==> config.mk <==
export PLATFORM = sky130hd
export DESIGN_NAME = bd3_ctrl
export DESIGN_NICKNAME = d
export VERILOG_FILES = /design/src/rtl/core/bd3_pkg.sv /design/src/rtl/core/bd3_ctrl.sv
export VERILOG_INCLUDE_DIRS = /design/src /design/src/rtl/core
export SDC_FILE = /design/constraint.sdc
export NUM_CORES = 1
export LEC_CHECK = 0
export BUFFER_PORTS_ARGS = -buffer_cell sky130_fd_sc_hd__buf_2
export CORE_AREA = 10 10 47 49
export CTS_CLUSTER_SIZE = 25
export DETAILED_ROUTE_END_ITERATION = 16
export DIE_AREA = 0 0 57 59
export MAX_ROUTING_LAYER = met4
export PLACE_DENSITY_LB_ADDON = 0.08
export SKIP_LAST_GASP = 1
export SYNTH_ARGS = -nofsm -noshare
export SYNTH_HDL_FRONTEND = slang
export SYNTH_SLANG_ARGS = --single-unit
export TNS_END_PERCENT = 100
==> constraint.sdc <==
create_clock -name i_clk -period 1.1 [get_ports i_clk]
set_clock_uncertainty 0.2 [all_clocks]
set_input_delay 0.22 -clock i_clk [delete_from_list [all_inputs] [get_ports i_clk]]
set_output_delay 0.22 -clock i_clk [all_outputs]
set_load 0.02 [all_outputs]
==> src/rtl/core/bayer_demosaic_3x3_defines.svh <==
// Assertion macros shared by the demosaic core modules.
// Included by the modules that carry concurrent checks; no other dependencies.
`ifndef BAYER_DEMOSAIC_3X3_DEFINES_SVH
`define BAYER_DEMOSAIC_3X3_DEFINES_SVH

// The condition must hold at every clock edge out of reset.
`define BD3_ASSERT_ALWAYS(label, clk, rst_n, cond, msg) \
    label: assert property (@(posedge clk) disable iff (!rst_n) (cond)) else $error(msg);

// The consequent must hold in the same cycle as the antecedent.
`define BD3_ASSERT_IMP(label, clk, rst_n, ante, cons, msg) \
    label: assert property (@(posedge clk) disable iff (!rst_n) (ante) |-> (cons)) \
        else $error(msg);

// The consequent must hold in the cycle after the antecedent.
`define BD3_ASSERT_NXT(label, clk, rst_n, ante, cons, msg) \
    label: assert property (@(posedge clk) disable iff (!rst_n) (ante) |=> (cons)) \
        else $error(msg);

`endif

==> src/rtl/core/bd3_pkg.sv <==
// Shared types, constants and helper functions of the Bayer demosaic core.
// Used by the configuration block, controller, datapath and top level.
`timescale 1ns / 1ps

package bd3_pkg;

    localparam int unsigned MAX_WIDTH_DEF = 2048;
    localparam int unsigned MAX_HEIGHT    = 4096;

    localparam int unsigned PIX_W    = 8;
    localparam int unsigned WIDTH_W  = 12;
    localparam int unsigned HEIGHT_W = 13;
    localparam int unsigned DIM_W    = 14;
    localparam int unsigned ROW_W    = 13;
    localparam int unsigned OROW_W   = 12;
    localparam int unsigned SUM_W    = 10;
    localparam int unsigned ACC_W    = 11;
    localparam int unsigned CNT_W    = 3;

    localparam int unsigned APB_AW = 3;
    localparam int unsigned APB_DW = 32;

    localparam logic [WIDTH_W-1:0]  WIDTH_RST  = 12'd640;
    localparam logic [HEIGHT_W-1:0] HEIGHT_RST = 13'd480;
    localparam logic [DIM_W-1:0]    MIN_DIM    = 14'd2;

    localparam logic REG_WIDTH  = 1'b0;
    localparam logic REG_HEIGHT = 1'b1;

    localparam logic OP_SAMPLE = 1'b0;
    localparam logic OP_FLUSH  = 1'b1;

    typedef enum logic [1:0] {
        S_IDLE,
        S_SHIFT,
        S_SUM,
        S_EMIT
    } t_state;

    typedef struct packed {
        logic load;
        logic shift;
        logic sum;
        logic emit;
    } t_cmd;

    typedef struct packed {
        logic in_full;
        logic primed;
        logic out_free;
    } t_sts;

    // Truncating mean of a colour sum over one to four samples.
    function automatic logic [PIX_W-1:0] f_mean(input logic [SUM_W-1:0] sum,
                                               input logic [CNT_W-1:0] cnt);
        logic [19:0]      prod;
        logic [PIX_W-1:0] res;
        prod = 20'(sum) * 20'd683;
        case (cnt)
            3'd1:    res = sum[7:0];
            3'd2:    res = sum[8:1];
            3'd3:    res = prod[18:11];
            3'd4:    res = sum[9:2];
            default: res = '0;
        endcase
        return res;
    endfunction

endpackage

==> src/rtl/core/bd3_ctrl.sv <==
// Controller state machine that sequences load, shift, sum and emit steps.
// Depends on bd3_pkg and the assertion macro header.
`timescale 1ns / 1ps
`include "bayer_demosaic_3x3_defines.svh"

module bd3_ctrl (
    input  logic          i_clk,
    input  logic          i_rst_n,
    input  logic          i_valid,
    input  logic          i_op,
    output logic          o_ready,
    input  bd3_pkg::t_sts i_sts,
    output bd3_pkg::t_cmd o_cmd
);
    import bd3_pkg::*;

    t_state r_state;
    t_state n_state;
    logic   r_emit;
    logic   n_emit;
    logic   w_act;

    assign w_act = (i_op == OP_SAMPLE) ? !i_sts.in_full : i_sts.in_full;

    always_ff @(posedge i_clk) begin
        if (!i_rst_n) begin
            r_state <= S_IDLE;
            r_emit  <= 1'b0;
        end else begin
            r_state <= n_state;
            r_emit  <= n_emit;
        end
    end

    always_comb begin
        n_state = r_state;
        n_emit  = r_emit;
        o_cmd   = '0;
        o_ready = 1'b0;
        case (r_state)
            S_IDLE: begin
                o_ready = 1'b1;
                if (i_valid && w_act) begin
                    o_cmd.load = 1'b1;
                    n_emit     = (i_op == OP_FLUSH) || i_sts.primed;
                    n_state    = S_SHIFT;
                end
            end
            S_SHIFT: begin
                o_cmd.shift = 1'b1;
                n_state     = r_emit ? S_SUM : S_IDLE;
            end
            S_SUM: begin
                o_cmd.sum = 1'b1;
                n_state   = S_EMIT;
            end
            S_EMIT: begin
                if (i_sts.out_free) begin
                    o_cmd.emit = 1'b1;
                    n_state    = S_IDLE;
                end
            end
            default: begin
                n_state = S_IDLE;
            end
        endcase
    end

    `BD3_ASSERT_NXT(a_shift_to_sum, i_clk, i_rst_n, r_state == S_SHIFT && r_emit, r_state == S_SUM, "Shift with a pending pixel did not go on to the sum step.")
    `BD3_ASSERT_IMP(a_emit_free, i_clk, i_rst_n, o_cmd.emit, i_sts.out_free, "Pixel emitted while the output register was still occupied.")
    `BD3_ASSERT_NXT(a_load_shift, i_clk, i_rst_n, o_cmd.load, r_state == S_SHIFT, "Loaded item was not followed by a shift step.")

endmodule

==> impl_metrics.ini <==
[yosys]
yosysSeqAreaShare_pct = 38.10
ys_types = 13
synth_ff_type = dfxtp_1
synth-async-reset-ratio_pct = 0
synth_edf_count = 0
ys_seq_elements = 3
netlist_area_um2 = 157.7
ys_top_cells_by_count = dfxtp_1, nor2_1, inv_1, nand2_1
avgSynthCellArea_um2 = 8.297
syn_inst = 19
ys_warn_count = 0
synth_top_cell_by_area = dfxtp_1
synth_area_leaders = dfxtp_1, and3_4, nor2_1
synth_top_area_share_pct = 38.10
synth_nets = 26

[global_routing]
grt_pass1_vias = 232
grt_pass1_wl_um = 917
globalRouteTotalUtil_pct = 3.909
gr-total-overflow = 0
antenna_found_initial = 0
grt_max_degree = 7

[setup_path]
crit_family = flip-flops
cp_cell_sequence = nor2_4 > and3_4 > buf_6
worst-endpoint-required_ns = 0.68
reg2reg_depth = 5
cpPeakStageDelay_ns = 0.35
cp_num_buf_inv = 1
cp-start-kind = flop
cpMaxStageDelayCell = dfxtp_4
crit_type = flop to primary output
crit_fanout = 5
cp_num_cells = 3
rrSetupSlack_ns = -0.15
worstReg2RegEnd = r_emit
endpoint_kind = primary output
cp.arrival_ns = 0.98

[placement]
place.gp.congestion = 0.6199
hpwl_um = 451.2
io_buffer_count = 11
post-place-ws_ns = -0.2002

[floorplan]
ios = 12
die_area_um2 = 3363
core_area_um2 = 1401
num_rows = 14
die_x_um = 57
start_util_pct = 11.25
fp.dieH_um = 59

[sta]
final-setup-viol-count = 7
rsz0062_at_grt = true
finalHoldViolations = 0
fin_setup_tns_ns = -1.497
setup_slack_ns = -0.3022
maxSlewHeadroom_pct = 88.10
fin_crit_ns = 1.402
max_freq_mhz = 713.2
timing.final.crit_share_pct = 127.5
tightest_slew_ns = 0.1772
drv_slew = 0

[route]
drc = 0
drt-initial-drc-count = 2
vias_per_cell = 3.804
wl_met1_um = 220
antenna_left = 0
wl_met2_um = 276
drt-pass1-iter-count = 4
drt-total-wl_um = 553
wl_met3_um = 51
top_layer_used = met4
via_count = 213
avgRoutedWirePerCell_um = 9.875

[clock_network]
cts_root_buf = clkbuf_4
clk_latency_ns = 0.24
clk_pin_slew_ns = 0.04
clock_path_buffers = 2
cts_buffers = 3
clock_sinks = 3
cts_tree = done
cts.htree.levels = 1

[layout]
insertedDiodeCount = 0
fin_util_pct = 25.71
final_nets = 48
synthToLayoutAreaGrowth_pct = 128.6
drive_gt1_share_pct = 67.50

[power]
p_sw_w = 0.0001071
power_w = 0.0004153
comb_power_share_pct = 23.7
p_leak_nw = 0.1693
ir_drop_uv = 349.7
p_sw_share_pct = 25.79
p_per_area_nw_per_um2 = 1153
p_int_w = 0.0003082
power.clock.fraction_pct = 47.3
pwr-share-seq_pct = 29.1

[worst_hold_path]
hp-class = primary input to flop
min_to = r_state[0]
min-delay-start = i_rst_n
whs_path_depth = 3

[run]
maxCapViolCount = 0

[run_status]
violations = setup timing
status = complete, but fails checks
cell families (layout without fill, tap and decap cells):
kind of cell              Yosys count  count (layout)  share of synthesized area, %
and+or+nand+nor                     9               9                         31.75
AOI/OAI and AO/OA                   3               3                         13.49
DFF                                 3               3                         38.10
muxes                               1               1                         6.349
xor gates and xnor gates            1               1                         5.557
buffers and inverters               2              23                         4.764
worst register-to-register path, stage by stage (launching register included):
cell and delay (ns):
dfxtp_4 0.35, nor2_4 0.10, and3_4 0.19, buf_4 0.10, buf_4 0.09, mux2i_1 0.16
power groups by stage:
stage | logic (W) | clock network, W | registers [W]
final | 0.0000983 | 0.000196 | 0.000121
after global routing | 0.000107 | 0.000229 | 0.000122
after CTS | 0.0000997 | 0.000209 | 0.000121
after detailed placement | 0.0000787 | 0 | 0.000125
after global placement | 0.0000791 | 0 | 0.000126
after floorplan | 0.0000400 | 0 | 0.000124
worst max path at each step:
stage                        start        to  slack, ns
after floorplan               flop    r_emit      -0.09
after detailed placement  i_sts[2]  o_cmd[3]      -0.20
after global placement    i_sts[2]  o_cmd[3]      -0.20
after CTS                     flop  o_cmd[3]      -0.32
after global routing          flop  o_cmd[3]      -0.34
final                         flop  o_cmd[3]      -0.30
layout by cell type, fill, tap and decap left out, types with 2 or more instances in the layout:
cell type / count
buf_6: 6
clkbuf_4: 3
buf_2: 7
buf_4: 4
dfxtp_4: 2
nor2_1: 2
inv_1: 2
nand2_1: 2
metrics by stage:
stage | instances | instance area [um^2] | hold WS [ns]
floorplan | 19 | 171.4 | 0.1475
global placement | 50 | 276.5 | 0.2668
detailed placement | 50 | 276.5 | 0.2705
CTS | 56 | 356.6 | 0.03190
global route | 56 | 360.3 | 0.04621
finish | 56 | 360.3 | 0.04155
layout make-up:
type,instances,area (um^2)
Multi-Input combinational cell,14,106.4
Inverter,2,7.507
Tap cell,16,20.02
Timing Repair Buffer,17,132.6
Clock buffer,4,26.28
Sequential cell,3,67.56
Fill cell,172,1041
metal layers:
metal / global-route usage, % / up-vias
met5: - / -
met4: 5.034 / 0
met3: 2.361 / 2
met2: 5.271 / 8
met1: 3.325 / 95
li1: - / 108
what timing repair did:
action	4_1_cts	5_1_grt
pin swaps	2	2
hold buffers	0	0
setup buffers	2	1
gates resized for setup	12	2
endpoints found under the setup margin	7	7
gates cloned	0	0
Note: power is estimated with default switching activity, not from simulation.
