## config.mk

```make
export PLATFORM = sky130hd
export DESIGN_NAME = bd3_cfg
export DESIGN_NICKNAME = d
export VERILOG_FILES = /design/src/rtl/core/bayer_demosaic_3x3_defines.svh /design/src/rtl/core/bd3_pkg.sv /design/src/rtl/core/bd3_cfg.sv
export SDC_FILE = /design/constraint.sdc
export NUM_CORES = 1
export LEC_CHECK = 0
export ABC_CLOCK_PERIOD_IN_PS = 2300
export BUFFER_PORTS_ARGS = -buffer_cell sky130_fd_sc_hd__clkbuf_2
export CAP_MARGIN = 25
export CORE_MARGIN = 2
export CORE_UTILIZATION = 47
export CTS_BUF_LIST = sky130_fd_sc_hd__clkbuf_4
export DETAILED_ROUTE_END_ITERATION = 7
export PLACE_DENSITY = 0.88
export SLEW_MARGIN = 20
export SYNTH_ARGS = -nofsm -noshare
export SYNTH_HDL_FRONTEND = slang
export SYNTH_SLANG_ARGS = --single-unit
```

## constraint.sdc

```tcl
create_clock -name i_clk -period 2.3 [get_ports i_clk]
set_input_delay 0.345 -clock i_clk [delete_from_list [all_inputs] [get_ports i_clk]]
set_output_delay 0.345 -clock i_clk [all_outputs]
set_load 0.01 [all_outputs]
```

## src/rtl/core/bayer_demosaic_3x3_defines.svh

```systemverilog
// Assertion macros shared by the demosaic core modules.
// Included by the modules that carry concurrent checks; no other dependencies.
`ifndef BAYER_DEMOSAIC_3X3_DEFINES_SVH
`define BAYER_DEMOSAIC_3X3_DEFINES_SVH

// The condition must hold at every clock edge out of reset.
`define BD3_ASSERT_ALWAYS(label, clk, rst_n, cond, msg) \
    label: assert property (@(posedge clk) disable iff (!rst_n) (cond)) else $error(msg);

// The consequent must hold in the same cycle as the antecedent.
`define BD3_ASSERT_IMP(label, clk, rst_n, ante, cons, msg) \
    label: assert property (@(posedge clk) disable iff (!rst_n) (ante) |-> (cons)) \
        else $error(msg);

// The consequent must hold in the cycle after the antecedent.
`define BD3_ASSERT_NXT(label, clk, rst_n, ante, cons, msg) \
    label: assert property (@(posedge clk) disable iff (!rst_n) (ante) |=> (cons)) \
        else $error(msg);

`endif

```

## src/rtl/core/bd3_pkg.sv

```systemverilog
// Shared types, constants and helper functions of the Bayer demosaic core.
// Used by the configuration block, controller, datapath and top level.
`timescale 1ns / 1ps

package bd3_pkg;

    localparam int unsigned MAX_WIDTH_DEF = 2048;
    localparam int unsigned MAX_HEIGHT    = 4096;

    localparam int unsigned PIX_W    = 8;
    localparam int unsigned WIDTH_W  = 12;
    localparam int unsigned HEIGHT_W = 13;
    localparam int unsigned DIM_W    = 14;
    localparam int unsigned ROW_W    = 13;
    localparam int unsigned OROW_W   = 12;
    localparam int unsigned SUM_W    = 10;
    localparam int unsigned ACC_W    = 11;
    localparam int unsigned CNT_W    = 3;

    localparam int unsigned APB_AW = 3;
    localparam int unsigned APB_DW = 32;

    localparam logic [WIDTH_W-1:0]  WIDTH_RST  = 12'd640;
    localparam logic [HEIGHT_W-1:0] HEIGHT_RST = 13'd480;
    localparam logic [DIM_W-1:0]    MIN_DIM    = 14'd2;

    localparam logic REG_WIDTH  = 1'b0;
    localparam logic REG_HEIGHT = 1'b1;

    localparam logic OP_SAMPLE = 1'b0;
    localparam logic OP_FLUSH  = 1'b1;

    typedef enum logic [1:0] {
        S_IDLE,
        S_SHIFT,
        S_SUM,
        S_EMIT
    } t_state;

    typedef struct packed {
        logic load;
        logic shift;
        logic sum;
        logic emit;
    } t_cmd;

    typedef struct packed {
        logic in_full;
        logic primed;
        logic out_free;
    } t_sts;

    // Truncating mean of a colour sum over one to four samples.
    function automatic logic [PIX_W-1:0] f_mean(input logic [SUM_W-1:0] sum,
                                               input logic [CNT_W-1:0] cnt);
        logic [19:0]      prod;
        logic [PIX_W-1:0] res;
        prod = 20'(sum) * 20'd683;
        case (cnt)
            3'd1:    res = sum[7:0];
            3'd2:    res = sum[8:1];
            3'd3:    res = prod[18:11];
            3'd4:    res = sum[9:2];
            default: res = '0;
        endcase
        return res;
    endfunction

endpackage

```

## src/rtl/core/bd3_cfg.sv

```systemverilog
// Configuration registers with the APB-style access port and range clamping.
// Depends on bd3_pkg.
`timescale 1ns / 1ps

module bd3_cfg #(
    parameter int unsigned MAX_WIDTH = bd3_pkg::MAX_WIDTH_DEF
) (
    input  logic                        i_clk,
    input  logic                        i_rst_n,
    input  logic                        psel,
    input  logic                        penable,
    input  logic                        pwrite,
    input  logic [bd3_pkg::APB_AW-1:0]  paddr,
    input  logic [bd3_pkg::APB_DW-1:0]  pwdata,
    output logic [bd3_pkg::APB_DW-1:0]  prdata,
    output logic                        pready,
    output logic [bd3_pkg::DIM_W-1:0]   o_eff_w,
    output logic [bd3_pkg::DIM_W-1:0]   o_eff_h,
    output logic                        o_restart
);
    import bd3_pkg::*;

    localparam logic [DIM_W-1:0] MAX_W = DIM_W'(MAX_WIDTH);
    localparam logic [DIM_W-1:0] MAX_H = DIM_W'(MAX_HEIGHT);

    logic [WIDTH_W-1:0]  r_width;
    logic [HEIGHT_W-1:0] r_height;
    logic                w_wr;
    logic [DIM_W-1:0]    w_w_ext;
    logic [DIM_W-1:0]    w_h_ext;

    assign pready    = 1'b1;
    assign w_wr      = psel && penable && pwrite && pready;
    assign o_restart = w_wr;

    always_ff @(posedge i_clk) begin
        if (!i_rst_n) begin
            r_width  <= WIDTH_RST;
            r_height <= HEIGHT_RST;
        end else if (w_wr) begin
            if (paddr[2] == REG_HEIGHT) begin
                r_height <= pwdata[HEIGHT_W-1:0];
            end else begin
                r_width <= pwdata[WIDTH_W-1:0];
            end
        end
    end

    always_comb begin
        if (paddr[2] == REG_WIDTH) begin
            prdata = APB_DW'(r_width);
        end else begin
            prdata = APB_DW'(r_height);
        end
    end

    always_comb begin
        w_w_ext = DIM_W'(r_width);
        w_h_ext = DIM_W'(r_height);
        if (w_w_ext < MIN_DIM) begin
            o_eff_w = MIN_DIM;
        end else if (w_w_ext > MAX_W) begin
            o_eff_w = MAX_W;
        end else begin
            o_eff_w = w_w_ext;
        end
        if (w_h_ext < MIN_DIM) begin
            o_eff_h = MIN_DIM;
        end else if (w_h_ext > MAX_H) begin
            o_eff_h = MAX_H;
        end else begin
            o_eff_h = w_h_ext;
        end
    end

endmodule

```

==> flow_metrics.env, run 1 <==
export IMPL_drt_pre_antenna_iters=4
export IMPL_coreArea_um2=3280
export IMPL_wl_per_cell_um=12.7
export IMPL_ys_seq_area_frac=0.316
export IMPL_dp_hpwl_um=2610
export IMPL_io_buffers=57
export IMPL_post_route_period_util=0.917
export IMPL_hold_buffers=0
export IMPL_vias=1309
export IMPL_die_x_um=62.1
export IMPL_ant_nets=0
export IMPL_ctsResizeCount=0
export IMPL_hold_violations=0
export IMPL_tns_ps=0
export IMPL_antenna_found_initial=0
export IMPL_ff_latch_area_um2=500
export IMPL_drc=0
export IMPL_ys_ff_latch=25
export IMPL_cts_htree_levels=1
export IMPL_slew_viol_final=0
export IMPL_yosys_area_top_type="dfxtp_1"
export IMPL_antennaDiodeCount=0
export IMPL_synth_warnings=0
export IMPL_synth_most_common_cell="nand2_1"
export IMPL_ir_drop_v=0.000229
export IMPL_finalSetupViolations=0
export IMPL_multi_input_area_um2=937
export IMPL_maxCapViolCount=0
export IMPL_clockRootBuffer="clkbuf_4"
export IMPL_post_cts_setup_buffers=0
export IMPL_fp_row_count=21
export IMPL_fin_crit_ps=2110
export IMPL_crit_slowest_cell="or4_4"
export IMPL_cts_buffer_depth=2
export IMPL_globalRouteOverflowTotal=0
export IMPL_path_clk_slew_ps=140
export IMPL_wirelength_um=3480
export IMPL_arrival_ps=1760
export IMPL_power_leakage_nw=0.890
export IMPL_dpl_instance_area_um2=1780
export IMPL_io_pins=102
export IMPL_grt_pass1_wl_um=5200
export IMPL_synth_main_ff_cell="dfxtp_1"
export IMPL_critPathBufInv=1
export IMPL_cpLargestDelayFamily="simple AND/OR/NAND/NOR gates"
export IMPL_synth_avg_cell_area_um2=8.76
export IMPL_synth_cell_types=26
export IMPL_cp_required_ps=1960
export IMPL_drive_above_1_share=0.342
export IMPL_numClockSinks=25
export IMPL_crit_path_max_incr_delay_ps=550
export IMPL_grt_max_degree=43
export IMPL_gp_congestion=0.846
export IMPL_die_h_um=62.1
export IMPL_worst_pin_slew_ps=721
export IMPL_netlist_area_leader_share=0.316
export IMPL_clock_skew_final_ps=0
export IMPL_cts_buffers=3
export IMPL_synth_common_cells="32 x nand2_1, 30 x nor2b_1, 25 x dfxtp_1, 25 x mux2i_1, 23 x buf_4"
export IMPL_synthTopCellsByArea="dfxtp_1 32%, mux2i_1 16%, nor2b_1 12%"
export IMPL_final_fill_count=328
export IMPL_crit_chain="or4_4 -> o41ai_1 -> clkbuf_2"
export IMPL_dieArea_um2=3850
export IMPL_area_growth_syn_to_layout_pct=14.4
export IMPL_critical_path_class="flip-flop to primary output"
export IMPL_synthCells=181
export IMPL_synth_enable_flop_cells=0
export IMPL_cts_tree="yes"
export IMPL_crit_fanout=4
export IMPL_first_global_vias=1148
export IMPL_crit_path_end_kind="primary output"
export IMPL_initial_utilization=0.483
export IMPL_insertion_delay_ps=320
export IMPL_drtIter0Drc=45
export IMPL_status="completed"
export IMPL_fin_nets=269
export IMPL_rsz0062_at_grt="false"
export IMPL_viasPerCell=4.78
export IMPL_async_reset_ff_frac=0
export IMPL_cellPowerDensity_nw_per_um2=441
export IMPL_slew_headroom=0.520
export IMPL_worstHoldPathType="input port to flip-flop"
export IMPL_design_area_um2=1810
export IMPL_start_kind="flip-flop"
export IMPL_max_freq_mhz=474
export IMPL_synthesis_area_um2=1590
export IMPL_grt_usage=0.182
[layout by cell type (no fill, tap or decap), types with 4 or more instances in the layout]
| master | instances |
|---|---|
| clkbuf_2 | 57 |
| clkbuf_4 | 4 |
| conb_1 | 23 |
| dfxtp_1 | 25 |
| mux2_2 | 11 |
| mux2i_1 | 25 |
| nand2_1 | 32 |
| nor2b_1 | 30 |
[final timing paths]
path,start,depth (start not counted),slack [ps],endpoint
hold / removal,pwdata[12],3,240,r_height[12]
hold reg to reg,r_height[0],2,480,r_height[0]
setup / recovery,r_height[8],3,190,o_eff_h[1]
setup reg to reg,r_width[11],2,1310,r_width[11]
[per-stage QoR]
stage          worst slack, ps  total power, mW  utilization  hold WS [ps]  cells
2_1_floorplan              619            0.581            -           440    202
5_1_grt                    106            0.841        0.552           240    274
6_report                   192            0.801        0.552           241    274
4_1_cts                    183            0.802        0.552           248    274
3_5_place_dp               547            0.599        0.543           465    270
3_3_place_gp               523            0.597        0.543           456    270
[layer usage]
layer / up-vias / GRT usage / share of wire
met1: 604 / 0.224 / 0.43
met2: 53 / 0.320 / 0.49
li1: 647 / - / -
met3: 5 / 0.0331 / 0.065
met4: 0 / 0.0608 / 0.0083
met5: - / 0 / 0
[worst min-delay path, delay by kind of cell]
family | cells | cell delay (ps)
AND/OR/NAND/NOR | 1 | 50
multiplexers | 1 | 60
buffers and inverters | 1 | 80
[power by group]
group,internal (mW),switching [mW],total [mW]
registers,0.443,0.0120,0.455
clock network,0.0797,0.130,0.210
logic,0.0568,0.0790,0.136
[final cells by class]
cell class | count | share of cell area
multi-input cells | 141 | 0.517
inverters | 1 | 0.00207
repair buffers | 57 | 0.157
well taps | 46 | 0.0317
flip-flops and latches | 25 | 0.276
clock buffers | 4 | 0.0166
[flip-flops by register name, summed over array words and instances, names as in the netlist]
name and flops:
r_height 13, r_width 12
[cells by family after synthesis]
logic type	synth area share
and+or+nand+nor	0.268
muxes	0.236
buffers and inverters	0.143
DFF	0.316
AOI/OAI and AO/OA	0.0324
other	0.00474
Power figures use the tool's default switching activity.
==> run 2, diff against run 1 <==
--- a/config.mk
+++ b/config.mk
@@ -5,7 +5,7 @@
 export SDC_FILE = /design/constraint.sdc
 export NUM_CORES = 1
 export LEC_CHECK = 0
-export ABC_CLOCK_PERIOD_IN_PS = 2300
+export ABC_CLOCK_PERIOD_IN_PS = 2500
 export BUFFER_PORTS_ARGS = -buffer_cell sky130_fd_sc_hd__clkbuf_2
 export CAP_MARGIN = 25
 export CORE_MARGIN = 2
==> constraint.sdc (replaced) <==
create_clock -name i_clk -period 2.5 [get_ports i_clk]
set_input_delay 0.375 -clock i_clk [delete_from_list [all_inputs] [get_ports i_clk]]
set_output_delay 0.375 -clock i_clk [all_outputs]
set_load 0.01 [all_outputs]
==> flow_metrics.env, run 2 (synthesis gave the netlist of run 1 again) <==
export IMPL_drtIter0Drc=40
export IMPL_arrival_ps=1750
export IMPL_hold_violations=0
export IMPL_largest_register_ffs=13
export IMPL_crit_fanout=4
export IMPL_drive_above_1_share=0.342
export IMPL_reg_top3="r_height: 13 flops, r_width: 12 flops"
export IMPL_dp_hpwl_um=2630
export IMPL_insertion_delay_ps=320
export IMPL_fin_hold_ws_ps=275
export IMPL_grt_max_degree=43
export IMPL_vias=1326
export IMPL_finalSetupViolations=0
export IMPL_initial_utilization=0.483
export IMPL_ir_drop_v=0.000217
export IMPL_wl_per_cell_um=12.7
export IMPL_numClockSinks=25
export IMPL_post_cts_setup_buffers=0
export IMPL_die_x_um=62.1
export IMPL_critical_path_class="flip-flop to primary output"
export IMPL_cellPowerDensity_nw_per_um2=409
export IMPL_io_buffers=57
export IMPL_globalRouteOverflowTotal=0
export IMPL_coreArea_um2=3280
export IMPL_antenna_found_initial=0
export IMPL_io_pins=102
export IMPL_clockRootBuffer="clkbuf_4"
export IMPL_max_freq_mhz=471
export IMPL_grt_usage=0.184
export IMPL_drt_pre_antenna_iters=4
export IMPL_ant_nets=0
export IMPL_slew_viol_final=0
export IMPL_met2_usage=0.310
export IMPL_dieArea_um2=3850
export IMPL_area_growth_syn_to_layout_pct=14.4
export IMPL_power_leakage_nw=0.890
export IMPL_fp_row_count=21
export IMPL_start_kind="flip-flop"
export IMPL_hold_buffers=0
export IMPL_first_global_vias=1120
export IMPL_cp_required_ps=2120
export IMPL_antennaDiodeCount=0
export IMPL_regMostFlops="r_height"
export IMPL_cts_buffer_depth=2
export IMPL_fin_nets=269
export IMPL_slew_headroom=0.524
export IMPL_busiest_layer="met2"
export IMPL_fin_crit_ps=2120
export IMPL_viasPerCell=4.84
export IMPL_die_h_um=62.1
export IMPL_cts_tree="yes"
export IMPL_tns_ps=0
export IMPL_drc=0
export IMPL_rsz0062_at_grt="false"
export IMPL_gp_congestion=0.846
export IMPL_grt_pass1_wl_um=5250
export IMPL_layout_commonest_cell="clkbuf_2"
export IMPL_wirelength_um=3490
export IMPL_clock_skew_final_ps=0
export IMPL_crit_path_end_kind="primary output"
export IMPL_worst_pin_slew_ps=714
export IMPL_final_cell_mix="57 x clkbuf_2, 32 x nand2_1, 30 x nor2b_1, 25 x mux2i_1, 25 x dfxtp_1"
export IMPL_maxCapViolCount=0
export IMPL_cts_buffers=3
export IMPL_ctsResizeCount=0
export IMPL_use_met3=0.0331
export IMPL_post_route_period_util=0.849
export IMPL_path_clk_slew_ps=140
export IMPL_use_met1=0.234
export IMPL_worstHoldPathType="input port to flip-flop"
export IMPL_status="completed"
export IMPL_cts_htree_levels=1
[run 2: stage by stage]
stage	util	setup slack (ps)	cells	power, mW	instance area (µm²)
final	0.552	377	274	0.741	1810
after global routing	0.552	271	274	0.775	1810
after CTS	0.552	358	274	0.738	1810
after detailed placement	0.543	723	270	0.552	1780
after global placement	0.543	693	270	0.549	1780
after floorplan	-	789	202	0.534	1660
[run 2: where the power goes]
part / internal [mW] / switching (mW) / leakage, nW / total [mW]
clock network: 0.0732 / 0.125 / 0.0184 / 0.198
registers: 0.407 / 0.0110 / 0.203 / 0.418
logic: 0.0523 / 0.0729 / 0.669 / 0.125
[run 2: final cells by class]
class | instances | area [µm²]
Timing Repair Buffer | 57 | 285
Tap cell | 46 | 57.6
Inverter | 1 | 3.75
Multi-Input combinational cell | 141 | 937
Clock buffer | 4 | 30.0
Fill cell | 318 | 1470
Sequential cell | 25 | 500
[run 2: path summary, 6_finish.rpt]
path,cells past startpoint,start,slack (ps),end
max,3,r_height[8],380,o_eff_h[1]
min,3,pwdata[8],270,r_width[8]
max reg2reg,2,r_width[11],1470,r_width[11]
min reg2reg,2,r_height[0],480,r_height[0]
[run 2: routing by layer]
layer / part of all wire / up-vias / routed length, µm
met4: 0.0089 / 0 / 31
met3: 0.060 / 4 / 208
met2: 0.48 / 56 / 1690
met5: 0 / - / 0
li1: - / 651 / -
met1: 0.45 / 615 / 1560
[run 2: critical path: stages (launching register included)]
cell,delay [ps]
dfxtp_1,370
or4_4,550
o41ai_1,320
clkbuf_2,200
==> run 3, diff against run 2 <==
--- a/config.mk
+++ b/config.mk
@@ -5,14 +5,14 @@
 export SDC_FILE = /design/constraint.sdc
 export NUM_CORES = 1
 export LEC_CHECK = 0
-export ABC_CLOCK_PERIOD_IN_PS = 2500
+export ABC_CLOCK_PERIOD_IN_PS = 1900
 export BUFFER_PORTS_ARGS = -buffer_cell sky130_fd_sc_hd__clkbuf_2
 export CAP_MARGIN = 25
 export CORE_MARGIN = 2
-export CORE_UTILIZATION = 47
+export CORE_UTILIZATION = 39
 export CTS_BUF_LIST = sky130_fd_sc_hd__clkbuf_4
 export DETAILED_ROUTE_END_ITERATION = 7
-export PLACE_DENSITY = 0.88
+export PLACE_DENSITY = 0.78
 export SLEW_MARGIN = 20
 export SYNTH_ARGS = -nofsm -noshare
 export SYNTH_HDL_FRONTEND = slang
==> constraint.sdc (replaced) <==
create_clock -name i_clk -period 1.9 [get_ports i_clk]
set_input_delay 0.285 -clock i_clk [delete_from_list [all_inputs] [get_ports i_clk]]
set_output_delay 0.285 -clock i_clk [all_outputs]
set_load 0.01 [all_outputs]
==> flow_metrics.env, run 3 (synthesis gave the netlist of run 1 again) <==
export IMPL_preCtsSetupSlack_ps=232
export IMPL_coreArea_um2=3940
export IMPL_area_growth_syn_to_layout_pct=21.9
export IMPL_dr_wl_met2_um=1730
export IMPL_top_layer="met4"
export IMPL_cts_buffers=3
export IMPL_crit_path_end_kind="primary output"
export IMPL_final_cell_mix="54 x clkbuf_2, 32 x nand2_1, 30 x nor2b_1, 25 x mux2i_1, 23 x conb_1"
export IMPL_largest_register_ffs=13
export IMPL_clkPwrFrac=0.256
export IMPL_vias=1335
export IMPL_wl_met1_um=1580
export IMPL_layout_commonest_cell="clkbuf_2"
export IMPL_critical_path_class="flip-flop to primary output"
export IMPL_cellPowerDensity_nw_per_um2=506
export IMPL_design_area_um2=1930
export IMPL_final_fill_count=394
export IMPL_wl_per_cell_um=12.4
export IMPL_power_leakage_nw=0.956
export IMPL_netSwitchingPower_mw=0.268
export IMPL_die_h_um=67.8
export IMPL_wirelength_um=3570
export IMPL_rsz0062_at_grt="true"
export IMPL_globalRouteOverflowTotal=0
export IMPL_swShare=0.274
export IMPL_worstHoldPathType="input port to flip-flop"
export IMPL_max_freq_mhz=500
export IMPL_drc=0
export IMPL_hold_buffers=0
export IMPL_fin_nets=279
export IMPL_start_kind="flip-flop"
export IMPL_io_pins=102
export IMPL_comb_power_share=0.181
export IMPL_initial_utilization=0.402
export IMPL_fp_row_count=23
export IMPL_hold_violations=0
export IMPL_grt_max_degree=43
export IMPL_arrival_ps=1720
export IMPL_p_int_mw=0.710
export IMPL_crit_path_max_incr_delay_ps=540
export IMPL_antennaDiodeCount=0
export IMPL_gp_congestion=0.779
export IMPL_antenna_found_initial=0
export IMPL_dp_hpwl_um=2650
export IMPL_crit_chain="or4_4 -> o41a_1 -> clkbuf_2"
export IMPL_drive_above_1_share=0.420
export IMPL_cts_htree_levels=1
export IMPL_post_route_period_util=1.05
export IMPL_insertion_delay_ps=320
export IMPL_cts_buffer_depth=2
export IMPL_path_clk_slew_ps=140
export IMPL_clock_skew_final_ps=0
export IMPL_slew_headroom=0.653
export IMPL_slew_viol_final=0
export IMPL_maxCapViolCount=0
export IMPL_regMostFlops="r_height"
export IMPL_violations="negative setup slack"
export IMPL_grt_usage=0.160
export IMPL_worst_pin_slew_ps=519
export IMPL_first_global_vias=1086
export IMPL_io_buffers=57
export IMPL_cp_required_ps=1620
export IMPL_crit_slowest_cell="or4_4"
export IMPL_dieArea_um2=4590
export IMPL_drt_pre_antenna_iters=4
export IMPL_numClockSinks=25
export IMPL_clockRootBuffer="clkbuf_4"
export IMPL_cts_tree="yes"
export IMPL_ant_nets=0
export IMPL_met3WireLength_um=243
export IMPL_crit_fanout=2
export IMPL_layout_setup_ws_ps=-101
export IMPL_finalSetupViolations=4
export IMPL_dpl_instance_area_um2=1810
export IMPL_ir_drop_v=0.000371
export IMPL_grt_pass1_wl_um=5430
export IMPL_die_x_um=67.8
export IMPL_viasPerCell=4.64
export IMPL_fin_util=0.490
export IMPL_drtIter0Drc=51
export IMPL_p_seq_frac=0.563
export IMPL_status="finished with violations"
export IMPL_reg_top3="r_height: 13 flops, r_width: 12 flops"
export IMPL_fin_crit_ps=2000
==> run 3: final cells by class <==
type	count	area, µm²	area share
clock buffer	4	30.0	0.0155
inverter	1	3.75	0.00194
multi-input combinational	141	963	0.499
sequential	25	512	0.265
tap	50	62.6	0.0324
timing repair buffer	67	360	0.187
==> run 3: final timing paths <==
path / depth (start not counted) / end / start / slack [ps]
setup / recovery: 3 / o_eff_h[0] / r_height[5] / -100
hold / removal: 3 / r_height[12] / pwdata[12] / 170
setup reg to reg: 2 / r_height[12] / r_height[12] / 950
hold reg to reg: 2 / r_height[9] / r_height[9] / 490
==> run 3: power groups by stage <==
stage / clock network (mW) / registers [mW] / logic, mW
2_1_floorplan: 0 / 0.555 / 0.148
3_3_place_gp: 0 / 0.561 / 0.166
3_5_place_dp: 0 / 0.562 / 0.168
4_1_cts: 0.257 / 0.549 / 0.178
5_1_grt: 0.279 / 0.552 / 0.196
6_report: 0.250 / 0.550 / 0.177
==> run 3: metal layers <==
metal	track usage	vias up
li1	-	668
met1	0.199	619
met2	0.278	46
met3	0.0450	2
met4	0.0230	0
met5	0	-
==> run 3: through the flow <==
| step | instances | TNS, ps | hold WS, ps | total power, mW |
|---|---|---|---|---|
| 6_report | 288 | -336 | 171 | 0.977 |
| 5_1_grt | 288 | -602 | 174 | 1.03 |
| 4_1_cts | 288 | -379 | 170 | 0.984 |
| 3_5_place_dp | 277 | 0 | 467 | 0.730 |
| 3_3_place_gp | 277 | 0 | 451 | 0.727 |
| 2_1_floorplan | 202 | 0 | 427 | 0.703 |
==> run 3: what timing repair did <==
item	in CTS	in global routing
resized for setup	11	5
setup buffers	7	0
pin swaps	5	1
endpoints found under the setup margin	4	5
==> run 3: worst max-delay path: cells and delay by family, from the launching register on <==
family                 cells  cell delay [ps]
DFF                        1              350
AOI/OAI and AO/OA          1              380
buffers and inverters      1              130
and+or+nand+nor            1              540
